File: config.mk
export PLATFORM = sky130hd
export DESIGN_NAME = ahrb_controller
export DESIGN_NICKNAME = d
export VERILOG_FILES = /design/src/hw/rtl/ahrb_pkg.sv /design/src/hw/rtl/ahrb_controller.sv
export SDC_FILE = /design/constraint.sdc
export NUM_CORES = 1
export LEC_CHECK = 0
export BUFFER_PORTS_ARGS = -buffer_cell sky130_fd_sc_hd__buf_2
export CAP_MARGIN = 25
export CORE_MARGIN = 10
export CORE_UTILIZATION = 35
export DETAILED_ROUTE_END_ITERATION = 7
export GPL_TIMING_DRIVEN = 0
export PLACE_DENSITY_LB_ADDON = 0.3
export SLEW_MARGIN = 20
export SYNTH_ARGS = -nofsm -noshare
export SYNTH_HDL_FRONTEND = slang
export SYNTH_SLANG_ARGS = --single-unit
File: constraint.sdc
create_clock -name i_clk -period 1.45 [get_ports i_clk]
set_input_delay 0.2175 -clock i_clk [delete_from_list [all_inputs] [get_ports i_clk]]
set_output_delay 0.2175 -clock i_clk [all_outputs]
set_load 0.01 [all_outputs]
File: src/hw/rtl/ahrb_pkg.sv
// Shared types, codes and constants of the audio history ring buffer.
package ahrb_pkg;

    localparam int DEPTH       = 32768;
    localparam int ADDR_W      = $clog2(DEPTH);
    localparam int CNT_W       = 16;
    localparam int RATE_W      = 18;
    localparam int MS_W        = 14;
    localparam int IDX_W       = 15;
    localparam int WORD_W      = 32;
    localparam int ACT_W       = 3;
    localparam int STAT_W      = 3;
    localparam int CFG_IDX_W   = 2;
    localparam int PROD_W      = RATE_W + MS_W;
    localparam int RECIP_W     = 29;
    localparam int RECIP_SHIFT = 38;
    localparam int SCALED_W    = PROD_W + RECIP_W;
    localparam int QUOT_W      = SCALED_W - RECIP_SHIFT;

    // ceil(2^38 / 1000): exact quotient by 1000 for every 32-bit dividend.
    localparam logic [RECIP_W-1:0] RECIP_1000 = 29'h10624DD3;

    localparam logic [RATE_W-1:0] RATE_RESET   = 18'd16000;
    localparam logic [MS_W-1:0]   WINDOW_RESET = 14'd2000;

    typedef enum logic [CFG_IDX_W-1:0] {
        CFG_SAMPLE_RATE = 2'd0,
        CFG_WINDOW_MS   = 2'd1
    } t_cfg_reg;

    typedef enum logic [ACT_W-1:0] {
        ACT_WRITE  = 3'd0,
        ACT_READ   = 3'd1,
        ACT_CLEAR  = 3'd2,
        ACT_RESUME = 3'd3,
        ACT_PAUSE  = 3'd4
    } t_action;

    typedef enum logic [STAT_W-1:0] {
        ST_OK             = 3'd0,
        ST_NOT_RUNNING    = 3'd1,
        ST_ALREADY_RUN    = 3'd2,
        ST_ALREADY_PAUSED = 3'd3,
        ST_INDEX_OUT      = 3'd4
    } t_status;

    typedef struct packed {
        logic [ACT_W-1:0]  action;
        logic [WORD_W-1:0] sample_in;
        logic [MS_W-1:0]   span_ms;
        logic [IDX_W-1:0]  read_index;
    } t_in_item;

    typedef struct packed {
        logic [STAT_W-1:0] status;
        logic [WORD_W-1:0] sample_out;
        logic [CNT_W-1:0]  span_count;
    } t_out_item;

    typedef struct packed {
        logic    cfg_en;
        logic    ld_item;
        logic    sel_span;
        logic    ld_cap;
        logic    ld_n;
        logic    mem_wr;
        logic    ring_clr;
        logic    ld_addr;
        logic    mem_rd;
        logic    res_ld;
        t_status res_status;
        logic    res_count_en;
        logic    out_load;
        logic    out_data_en;
    } t_dp_cmd;

    typedef struct packed {
        logic [ACT_W-1:0] action;
        logic             idx_out;
    } t_dp_stat;

endpackage

File: src/hw/rtl/ahrb_controller.sv
// Sequencing state machine of the ring buffer: item steps, run flag and output valid.
module ahrb_controller import ahrb_pkg::*; (
    input  logic     i_clk,
    input  logic     i_rst_n,
    input  logic     i_in_valid,
    input  logic     i_out_stall,
    input  t_dp_stat i_stat,
    output logic     o_in_stall,
    output logic     o_out_valid,
    output logic     o_cfg_ready,
    output t_dp_cmd  o_cmd
);

    typedef enum logic [3:0] {
        S_IDLE,
        S_CAP0,
        S_CAP1,
        S_CAP2,
        S_SPAN1,
        S_SPAN2,
        S_EXEC,
        S_READ,
        S_OUT
    } t_state;

    t_state r_state, n_state;
    logic   r_running, n_running;
    logic   r_out_valid, n_out_valid;
    logic   r_rd_ok, n_rd_ok;

    assign o_in_stall  = (r_state != S_IDLE);
    assign o_cfg_ready = (r_state == S_IDLE);
    assign o_out_valid = r_out_valid;

    always_comb begin
        n_state     = r_state;
        n_running   = r_running;
        n_rd_ok     = r_rd_ok;
        n_out_valid = r_out_valid && i_out_stall;
        o_cmd       = '0;
        o_cmd.res_status = ST_OK;
        case (r_state)
            S_IDLE: begin
                o_cmd.cfg_en = 1'b1;
                if (i_in_valid) begin
                    o_cmd.ld_item = 1'b1;
                    n_state       = S_CAP0;
                end
            end
            S_CAP0: n_state = S_CAP1;
            S_CAP1: n_state = S_CAP2;
            S_CAP2: begin
                o_cmd.ld_cap   = 1'b1;
                o_cmd.sel_span = 1'b1;
                if ((i_stat.action == ACT_READ) && r_running) begin
                    n_state = S_SPAN1;
                end else begin
                    n_state = S_EXEC;
                end
            end
            S_SPAN1: n_state = S_SPAN2;
            S_SPAN2: begin
                o_cmd.ld_n = 1'b1;
                n_state    = S_EXEC;
            end
            S_EXEC: begin
                o_cmd.res_ld = 1'b1;
                n_rd_ok      = 1'b0;
                n_state      = S_OUT;
                case (i_stat.action)
                    ACT_WRITE: begin
                        if (!r_running) begin
                            o_cmd.res_status = ST_NOT_RUNNING;
                        end else begin
                            o_cmd.mem_wr = 1'b1;
                        end
                    end
                    ACT_READ: begin
                        if (!r_running) begin
                            o_cmd.res_status = ST_NOT_RUNNING;
                        end else if (i_stat.idx_out) begin
                            o_cmd.res_status   = ST_INDEX_OUT;
                            o_cmd.res_count_en = 1'b1;
                        end else begin
                            o_cmd.res_count_en = 1'b1;
                            o_cmd.ld_addr      = 1'b1;
                            n_rd_ok            = 1'b1;
                            n_state            = S_READ;
                        end
                    end
                    ACT_CLEAR: begin
                        if (!r_running) begin
                            o_cmd.res_status = ST_NOT_RUNNING;
                        end else begin
                            o_cmd.ring_clr = 1'b1;
                        end
                    end
                    ACT_RESUME: begin
                        if (r_running) begin
                            o_cmd.res_status = ST_ALREADY_RUN;
                        end else begin
                            n_running = 1'b1;
                        end
                    end
                    ACT_PAUSE: begin
                        if (!r_running) begin
                            o_cmd.res_status = ST_ALREADY_PAUSED;
                        end else begin
                            n_running = 1'b0;
                        end
                    end
                    default: o_cmd.res_status = ST_OK;
                endcase
            end
            S_READ: begin
                o_cmd.mem_rd = 1'b1;
                n_state      = S_OUT;
            end
            S_OUT: begin
                if (!r_out_valid || !i_out_stall) begin
                    o_cmd.out_load    = 1'b1;
                    o_cmd.out_data_en = r_rd_ok;
                    n_out_valid       = 1'b1;
                    n_state           = S_IDLE;
                end
            end
            default: n_state = S_IDLE;
        endcase
    end

    always_ff @(posedge i_clk) begin
        if (!i_rst_n) begin
            r_state     <= S_IDLE;
            r_running   <= 1'b0;
            r_out_valid <= 1'b0;
            r_rd_ok     <= 1'b0;
        end else begin
            r_state     <= n_state;
            r_running   <= n_running;
            r_out_valid <= n_out_valid;
            r_rd_ok     <= n_rd_ok;
        end
    end

endmodule

==> results of run 1 <==
registers in the layout, indices dropped and copies added, names as in the netlist:
| signal | cells |
|---|---|
| r_state | 4 |
| o_out_valid | 1 |
| r_rd_ok | 1 |
| r_running | 1 |
cell type report:
cell class,count,area [sq um]
clock buffer,4,26.3
fill,115,463
buffer,5,58.8
sequential,7,153
multi-input combinational,50,429
timing repair buffer,43,307
tap,16,20.0
inverter,4,15.0
routing by layer:
layer  routed length [um]  vias up
met4                   64        0
li1                     -      342
met1                  832      345
met2                 1170       19
met3                  120        6
met5                    0        -
worst reg2reg max path: cells and delay by family (launching register included):
kind                   cells  cell delay [ps]
AOI/OAI and AO/OA          1              150
buffers and inverters      1              150
DFF                        1              320
and+or+nand+nor            2              650
worst paths after layout:
| check | to | startpoint | cells after the start | slack [ps] |
|---|---|---|---|---|
| worst max register to register | r_state[0] | r_state[0] | 4 | 100 |
| worst min register to register | r_rd_ok | r_rd_ok | 2 | 470 |
| worst max-delay path | o_cmd[5] | r_state[0] | 5 | -150 |
| worst min-delay path | r_running | i_rst_n | 3 | 260 |
stage by stage:
stage                     total power [mW]  cells  hold slack (ps)
after floorplan                      0.286     68              358
after global placement               0.332    110              443
after detailed placement             0.335    110              458
after CTS                            0.593    128              251
after global routing                 0.619    129              261
final                                0.587    129              256
kinds of logic after synthesis:
family                     count (synthesis)  synth area share [%]
AOI/OAI and AO/OA                         11                  12.2
adders and majority gates                  1                  1.87
buffers and inverters                     11                  11.9
DFF                                        7                  26.2
muxes                                      1                  1.87
and+or+nand+nor                           37                  46.0
power breakdown:
part / switching [mW] / total [mW] / internal (mW)
Sequential: 0.00714 / 0.204 / 0.196
Combinational: 0.0941 / 0.199 / 0.104
Clock: 0.0793 / 0.185 / 0.105
Total: 0.181 / 0.587 / 0.406
cell usage in the layout (no fill, tap or decap), types with 2 or more instances in the layout:
master,n
buf_2,20
buf_4,16
buf_6,9
nand2_1,5
nor3_1,3
clkbuf_4,3
dfxtp_1,3
dfxtp_4,3
nand4bb_4,2
inv_2,2
buf_8,2
nand3b_1,2
nor2_1,2
inv_1,2
and2_1,2
a21oi_2,2
nand3_1,2
a21oi_1,2
o21ai_0,2
timing repair:
| action | 4_1_cts | 5_1_grt |
|---|---|---|
| setup endpoints to repair | 18 | 23 |
| setup buffers | 14 | 4 |
| pin swaps | 15 | 9 |
| resized for setup | 33 | 15 |
==> flow_summary_export.csv, run 1 <==
group,metric,value,unit
yosys,netlist.area_leader.share,26.2,%
yosys,synthTopCellsByArea,"dfxtp_1 (26%), nand4bb_4 (5.1%), nand2_1 (4.9%)",
sta,fin_ws,-151,ps
floorplan,floorplan.initialDensity,36.4,%
floorplan,core_area,1470,sq um
worst_setup_path,crit_chain,"nand4bb_4, buf_4, nor2_2, and2_1, buf_2",
clock_tree,ctsHoldBuffers,0,
sta,maxClockFrequency,625,MHz
sta,hold_viol_final,0,
drt,routedWlPerCell,16.9,um
floorplan,die_h,59.1,um
drt,ant_nets,0,
sta,fin_crit_sh,110,%
grt,use_met2,22.1,%
place,pre_cts_ws,-79.9,ps
grt,grt_overflow,0,
drt,routed_via_density,5.52,
flow_run,maxCapViolCount,0,
grt,grt_pass1_vias,743,
finish,drive_gt1_share,63.7,%
yosys,synth_edf_count,0,
yosys,yosysWarningCount,0,
yosys,synthFlopType,"dfxtp_1",
worst_setup_path,slowest_stage,"dfxtp_2",
worst_setup_path,path_delay_family,"simple AND/OR/NAND/NOR gates",
place,io_buffers,26,
finish,fin_nets,122,
worst_setup_path,start_kind,"register",
worst_hold_path,min_path_type,"in -> reg",
clock_tree,cts_tree,"done",
place,place_congestion,0.722,
finish,diodes,0,
clock_tree,htreeDepth,1,
grt,grtUsageTotal,12.8,%
place,placed_cell_area,692,sq um
sta,maxSlewHeadroom,82.2,%
grt,grt-busiest-layer,"met2",
worst_setup_path,worstSetupPathType,"reg -> out",
clock_tree,clkSinkCount,7,
grt,antenna_found_initial,0,
sta,fin_crit,1600,ps
grt,grt_max_degree,11,
drt,drtPass1Iterations,4,
sta,skew,3.00,ps
clock_tree,cts_buffer_depth,2,
yosys,synth_commonest_cells,"dfxtp_1 (7), nand2_1 (7), nor3_1 (5)",
power_and_ir_drop,powerDensity,582,nW/um^2
drt,drt_wl_total,2190,um
grt,use_met3,5.15,%
sta,rsz0062_at_grt,"yes",
floorplan,die_w,59.1,um
worst_setup_path,arrival,1380,ps
floorplan,rows,14,
drt,via_count,712,
run_status,violations,"negative setup slack",
finish,syn_to_final_growth,88.3,%
grt,use_met1,12.6,%
worst_setup_path,path_max_fanout,5,
yosys,synthArstFlopShare,0,%
place,dp_hpwl,1230,um
clock_tree,cts_made_buffers,3,
yosys,avgSynthCellArea,7.88,sq um
floorplan,die_area,3490,sq um
drt,drc,0,
run_status,outcome,"finished, violations left",
drt,first_iter_violations,9,
finish,final_cell_area,1010,sq um
sta,drv_slew,0,
worst_setup_path,worst-path-buf-inv,2,
clock_tree,clk_latency,260,ps
yosys,post-synth-top-area-cell,"dfxtp_1",
yosys,syn_nets,76,
yosys,synth-seq-area-share,26.2,%
clock_tree,path_clk_slew,50,ps
yosys,synth_cells,68,
worst_setup_path,cp-end-kind,"primary output",
power_and_ir_drop,p_leak,0.467,nW
floorplan,ios,27,
finish,final_util,68.5,%
sta,fin_setup_tns,-1160,ps
worst_setup_path,critPathMaxStageDelay,320,ps
yosys,ys_seq_elements,7,
sta,setup_violations,16,
power_and_ir_drop,max-vdd-ir-drop,0.433,mV
clock_tree,clockRootBuffer,"clkbuf_4",
yosys,synth_cell_types,33,
grt,grt_pass1_wl,3410,um
sta,worstMarginPinSlew,264,ps
yosys,synth_area,536,sq um
worst_setup_path,crit_required,1230,ps
Power figures use the tool's default switching activity.
==> run 2, diff against run 1 <==
ABC_AREA = 1   (was not set)
HOLD_SLACK_MARGIN = 0.08   (was not set)
==> run 2 against run 1 <==
Against the previous run: the run still ends with negative setup slack left; synthesized cell count rose by 32%; final area shrank 15%; die area fell by 0.30%; worst setup slack better by 92 ps; sequential share of layout area grew 2.7 points; first-iteration DRC count up 89%; global-route usage fell by 3.6 points; via count fell by 7.0%; critical endpoint is now o_cmd[9]; largest power group unchanged.
==> flow_summary_export.csv, run 2 <==
group,metric,value,unit
yosys,synth_commonest_cells,"inv_1 (18), nand2_1 (17), nor2_1 (17)",
worst_setup_path,timing.rr.start,"r_state[3]",
worst_setup_path,r2r_end,"r_state[1]",
finish,regMostFlops,"r_state",
yosys,synth-seq-area-share,26.3,%
sta,setup_violations,5,
clock_tree,cts_made_buffers,3,
drt,routed_via_density,4.57,
grt,grt_max_degree,7,
drt,via_count,662,
clock_tree,ctsHoldBuffers,0,
yosys,synth_area,533,sq um
sta,worstMarginPinSlew,190,ps
floorplan,die_w,59.0,um
run_status,violations,"negative setup slack",
grt,grtUsageTotal,9.12,%
worst_hold_path,min_path_type,"in -> reg",
worst_setup_path,cp-end-kind,"primary output",
yosys,synth_edf_count,0,
grt,antenna_found_initial,0,
worst_setup_path,crit_chain,"inv_4, nand2_4, nor2_4, nand2_2, nor3_1, buf_2",
sta,fin_crit,1510,ps
power_and_ir_drop,p_leak,0.461,nW
yosys,synth.most_common_cell,"inv_1",
finish,layout.cells.most_common_list,"buf_2 (25), nand2_1 (15), inv_1 (15), nor2_1 (15), buf_4 (10)",
yosys,synthFlopType,"dfxtp_1",
yosys,netlist.area_leader.share,26.3,%
sta,hold_viol_final,0,
finish,drive_gt1_share,50.4,%
sta,fin_setup_tns,-187,ps
sta,rsz0062_at_grt,"yes",
drt,drt_wl_total,1620,um
drt,drc,0,
sta,fin_crit_sh,104,%
worst_setup_path,endpoint,"o_cmd[9]",
sta,skew,3.36,ps
floorplan,rows,14,
clock_tree,cts_tree,"done",
yosys,synthArstFlopShare,0,%
run_status,outcome,"finished, violations left",
yosys,synth_cell_types,18,
power_and_ir_drop,max-vdd-ir-drop,0.556,mV
clock_tree,htreeDepth,1,
yosys,synth_cells,90,
clock_tree,clk_latency,240,ps
sta,drv_slew,0,
drt,first_iter_violations,17,
power_and_ir_drop,powerDensity,699,nW/um^2
finish,mostFrequentLayoutCell,"buf_2",
worst_setup_path,reg2reg_depth,9,
drt,drtPass1Iterations,5,
worst_setup_path,crit_required,1230,ps
drt,ant_nets,0,
floorplan,die_area,3480,sq um
floorplan,core_area,1470,sq um
yosys,yosysWarningCount,0,
grt,grt_pass1_wl,2660,um
finish,final_cells,145,
clock_tree,cts_buffer_depth,2,
power_and_ir_drop,finalPower,0.602,mW
yosys,avgSynthCellArea,5.92,sq um
floorplan,die_h,59.0,um
sta,fin_ws,-59.1,ps
worst_setup_path,start_kind,"register",
worst_hold_path,min_from,"i_rst_n",
grt,grt_overflow,0,
worst_setup_path,slowest_stage,"dfxtp_4",
finish,largest_reg_flops,4,
yosys,synthTopCellsByArea,"dfxtp_1 (26%), inv_1 (13%), nand2_1 (12%)",
finish,syn_to_final_growth,61.5,%
worst_setup_path,path_max_fanout,5,
worst_setup_path,critPathLaunch,"r_state[3]",
place,dp_hpwl,1240,um
yosys,syn_nets,98,
clock_tree,clockRootBuffer,"clkbuf_4",
worst_setup_path,worstSetupPathType,"reg -> out",
place,placed_cells,132,
floorplan,floorplan.initialDensity,36.2,%
worst_setup_path,worst-r2r-setup-slack,230,ps
finish,fin_nets,138,
sta,maxClockFrequency,663,MHz
yosys,post-synth-top-area-cell,"dfxtp_1",
drt,routedWlPerCell,11.1,um
place,io_buffers,26,
place,place_congestion,0.793,
place,pre_cts_ws,137,ps
clock_tree,path_clk_slew,50,ps
sta,maxSlewHeadroom,87.2,%
flow_run,maxCapViolCount,0,
worst_setup_path,critPathMaxStageDelay,360,ps
yosys,ys_seq_elements,7,
worst_setup_path,arrival,1290,ps
clock_tree,clkSinkCount,7,
floorplan,ios,27,
finish,diodes,0,
grt,grt_pass1_vias,668,
==> run 2: changes by cell type after synthesis, moves of 3 or more <==
cell,delta
nor2_1,+14
inv_2,+3
nand2_1,+10
clkbuf_1,-3
nor4_1,-3
inv_1,+14
==> run 2: per-stage QoR <==
step           hold WS, ps  util, %  area (sq um)
3_5_place_dp           444     46.4           683
6_report               193     58.5           861
2_1_floorplan          315        -           533
4_1_cts                186     53.5           787
5_1_grt                192     58.5           861
3_3_place_gp           434     46.4           683
==> run 2: power by group <==
group / switching [mW] / leakage [nW] / total (mW) / internal, mW
logic: 0.113 / 0.386 / 0.208 / 0.0951
clock network: 0.0681 / 0.0150 / 0.173 / 0.105
registers: 0.0169 / 0.0599 / 0.221 / 0.204
total: 0.198 / 0.461 / 0.602 / 0.404
==> run 2: repair_timing <==
action | 4_1_cts | 5_1_grt
endpoints found under the setup margin | 9 | 11
pin swaps | 1 | 3
gates resized for setup | 12 | 13
cloned | 0 | 0
setup buffers | 5 | 4
==> run 2: cell families after synthesis <==
logic type / after synthesis / share of synthesized area, %
AND/OR/NAND/NOR: 50 / 44.6
buffers and inverters: 23 / 17.6
AO/OA/AOI/OAI: 10 / 11.5
flip-flops: 7 / 26.3
==> run 2: per-layer routing <==
| layer | track usage, % | up-vias | part of all wire [%] |
|---|---|---|---|
| met5 | 0 | - | 0 |
| met4 | 1.31 | 0 | 0 |
| met3 | 3.86 | 0 | 5.3 |
| met2 | 15.5 | 15 | 51 |
| met1 | 10.5 | 295 | 44 |
| li1 | - | 352 | - |
==> run 2: worst min-delay path by stage <==
stage	endpoint	slack, ps	cells after the start
floorplan	r_state[1]	320	2
global placement	r_state[1]	430	3
detailed placement	r_state[1]	440	3
CTS	r_state[1]	190	3
global route	r_state[1]	190	3
finish	r_state[1]	190	3
==> run 2: area by class of cell <==
type / instances / area (sq um)
Sequential cell: 7 / 154
Clock buffer: 4 / 26.3
Inverter: 21 / 86.3
Tap cell: 16 / 20.0
Fill cell: 127 / 611
Buffer: 2 / 15.0
Multi-Input combinational cell: 60 / 343
Timing Repair Buffer: 35 / 216
==> run 2: worst max-delay path, delay by kind of cell, from the launching register on <==
kind	cells	cell delay (ps)
flops	1	360
buf+inv	2	220
simple gates	4	460
==> run 3, diff against run 2 <==
TNS_END_PERCENT = 20   (was not set)
==> run 3 against run 2 <==
Against the previous run: the run still ends with negative setup slack left; first-iteration DRC count decreased by 53%; worst setup slack improved by 13 ps; register-to-register slack improved by 60 ps; utilization decreased by 3.3 points; critical path type unchanged; global-route usage unchanged; critical path depth unchanged; routed wire length decreased by 2.5%; via count decreased by 2.6%; power decreased by 1.1%; sequential share of layout area increased by 0.77 points; highest routed layer unchanged.
==> flow_summary_export.csv, run 3 (synthesis gave the netlist of run 2 again) <==
group,metric,value,unit
run_status,outcome,"finished, violations left",
run_status,violations,"negative setup slack",
sta,maxSlewHeadroom,86.4,%
drt,via_count,645,
place,dp_hpwl,1240,um
clock_tree,cts_made_buffers,3,
drt,drc,0,
sta,fin_crit_sh,103,%
floorplan,die_h,59.0,um
sta,skew,4.45,ps
drt,ant_nets,0,
power_and_ir_drop,p_leak,0.459,nW
worst_setup_path,start_kind,"register",
clock_tree,clockRootBuffer,"clkbuf_4",
sta,fin_crit,1500,ps
floorplan,die_w,59.0,um
finish,syn_to_final_growth,52.3,%
worst_setup_path,cp-end-kind,"primary output",
clock_tree,htreeDepth,1,
finish,diodes,0,
worst_setup_path,arrival,1280,ps
finish,layout.cells.most_common_list,"buf_2 (25), inv_1 (17), nand2_1 (15), nor2_1 (15), buf_4 (6)",
floorplan,ios,27,
power_and_ir_drop,powerDensity,733,nW/um^2
clock_tree,cts_tree,"done",
clock_tree,path_clk_slew,50,ps
clock_tree,ctsHoldBuffers,0,
drt,first_iter_violations,8,
sta,setup_violations,5,
clock_tree,clk_latency,240,ps
floorplan,floorplan.initialDensity,36.2,%
drt,drt_wl_total,1580,um
clock_tree,cts_buffer_depth,2,
floorplan,rows,14,
grt,antenna_found_initial,0,
worst_setup_path,worst-r2r-setup-slack,290,ps
worst_setup_path,path_delay_family,"flip-flops",
clock_tree,clkSinkCount,7,
worst_setup_path,path_max_fanout,5,
place,placed_cells,132,
finish,final_cell_area,812,sq um
worst_setup_path,slowest_stage,"dfxtp_4",
grt,grt_max_degree,7,
finish,regMostFlops,"r_state",
worst_setup_path,crit_chain,"inv_4, nand2_4, nor2_4, inv_4, a211oi_2, buf_2",
floorplan,die_area,3480,sq um
place,io_buffers,26,
worst_hold_path,min_path_type,"in -> reg",
worst_hold_path,hold_depth,3,
finish,drive_gt1_share,47.2,%
finish,largest_reg_flops,4,
drt,routed_via_density,4.57,
grt,grt_pass1_wl,2660,um
sta,fin_ws,-45.7,ps
worst_setup_path,worst-path-buf-inv,3,
sta,worstMarginPinSlew,202,ps
worst_setup_path,reg2reg_depth,7,
sta,drv_slew,0,
power_and_ir_drop,finalPower,0.595,mW
power_and_ir_drop,max-vdd-ir-drop,0.547,mV
worst_setup_path,worstSetupPathType,"reg -> out",
grt,grt_overflow,0,
grt,grtUsageTotal,9.12,%
grt,grt_pass1_vias,668,
floorplan,core_area,1470,sq um
place,place_congestion,0.793,
worst_setup_path,crit_required,1230,ps
drt,routedWlPerCell,11.2,um
place,pre_cts_ws,137,ps
place,placed_cell_area,683,sq um
finish,mostFrequentLayoutCell,"buf_2",
worst_setup_path,cp_common_cell,"inv_4",
finish,final_cells,141,
drt,drtPass1Iterations,4,
worst_setup_path,critPathMaxStageDelay,360,ps
sta,maxClockFrequency,669,MHz
worst_setup_path,path_depth,6,
finish,fin_nets,134,
sta,rsz0062_at_grt,"yes",
sta,hold_viol_final,0,
flow_run,maxCapViolCount,0,
## run 3: final timing paths
kind,startpoint,endpoint
worst max-delay path,r_state[3],o_cmd[4]
worst min-delay path,i_rst_n,r_state[1]
worst max register to register,r_state[3],r_running
worst min register to register,r_rd_ok,r_rd_ok
## run 3: routing by layer
| layer | global-route usage (%) | routed length, um | up-vias | share of wire [%] |
|---|---|---|---|---|
| met4 | 1.31 | 0 | 0 | 0 |
| li1 | - | - | 345 | - |
| met5 | 0 | 0 | - | 0 |
| met3 | 3.86 | 63 | 0 | 4.0 |
| met2 | 15.5 | 821 | 9 | 52 |
| met1 | 10.5 | 691 | 291 | 44 |
## run 3: repair_timing
item / CTS / global route
endpoints found under the setup margin: 9 / 11
setup buffers: 4 / 1
gates cloned: 0 / 0
gates resized for setup: 12 / 7
pin swaps: 1 / 3
## run 3: per-stage QoR
stage	utilization [%]	hold slack (ps)	setup TNS (ps)
final	55.2	196	-164
after global routing	55.2	192	-982
after CTS	53.0	186	-115
after detailed placement	46.4	444	0
after global placement	46.4	434	0
after floorplan	-	315	0
## run 3: report_power, final
group | internal [mW] | switching, mW
sequential | 0.204 | 0.0171
combinational | 0.0922 | 0.111
clock | 0.105 | 0.0663
## run 3: layout make-up
type / count / area [sq um]
Fill cell: 134 / 659
Multi-Input combinational cell: 60 / 329
Timing Repair Buffer: 31 / 186
Sequential cell: 7 / 151
Inverter: 21 / 83.8
Clock buffer: 4 / 26.3
Tap cell: 16 / 20.0
Buffer: 2 / 15.0
## run 3: tightest hold or removal path: stages
cell	delay, ps
buf_2	100
nand2_1	50
inv_1	40
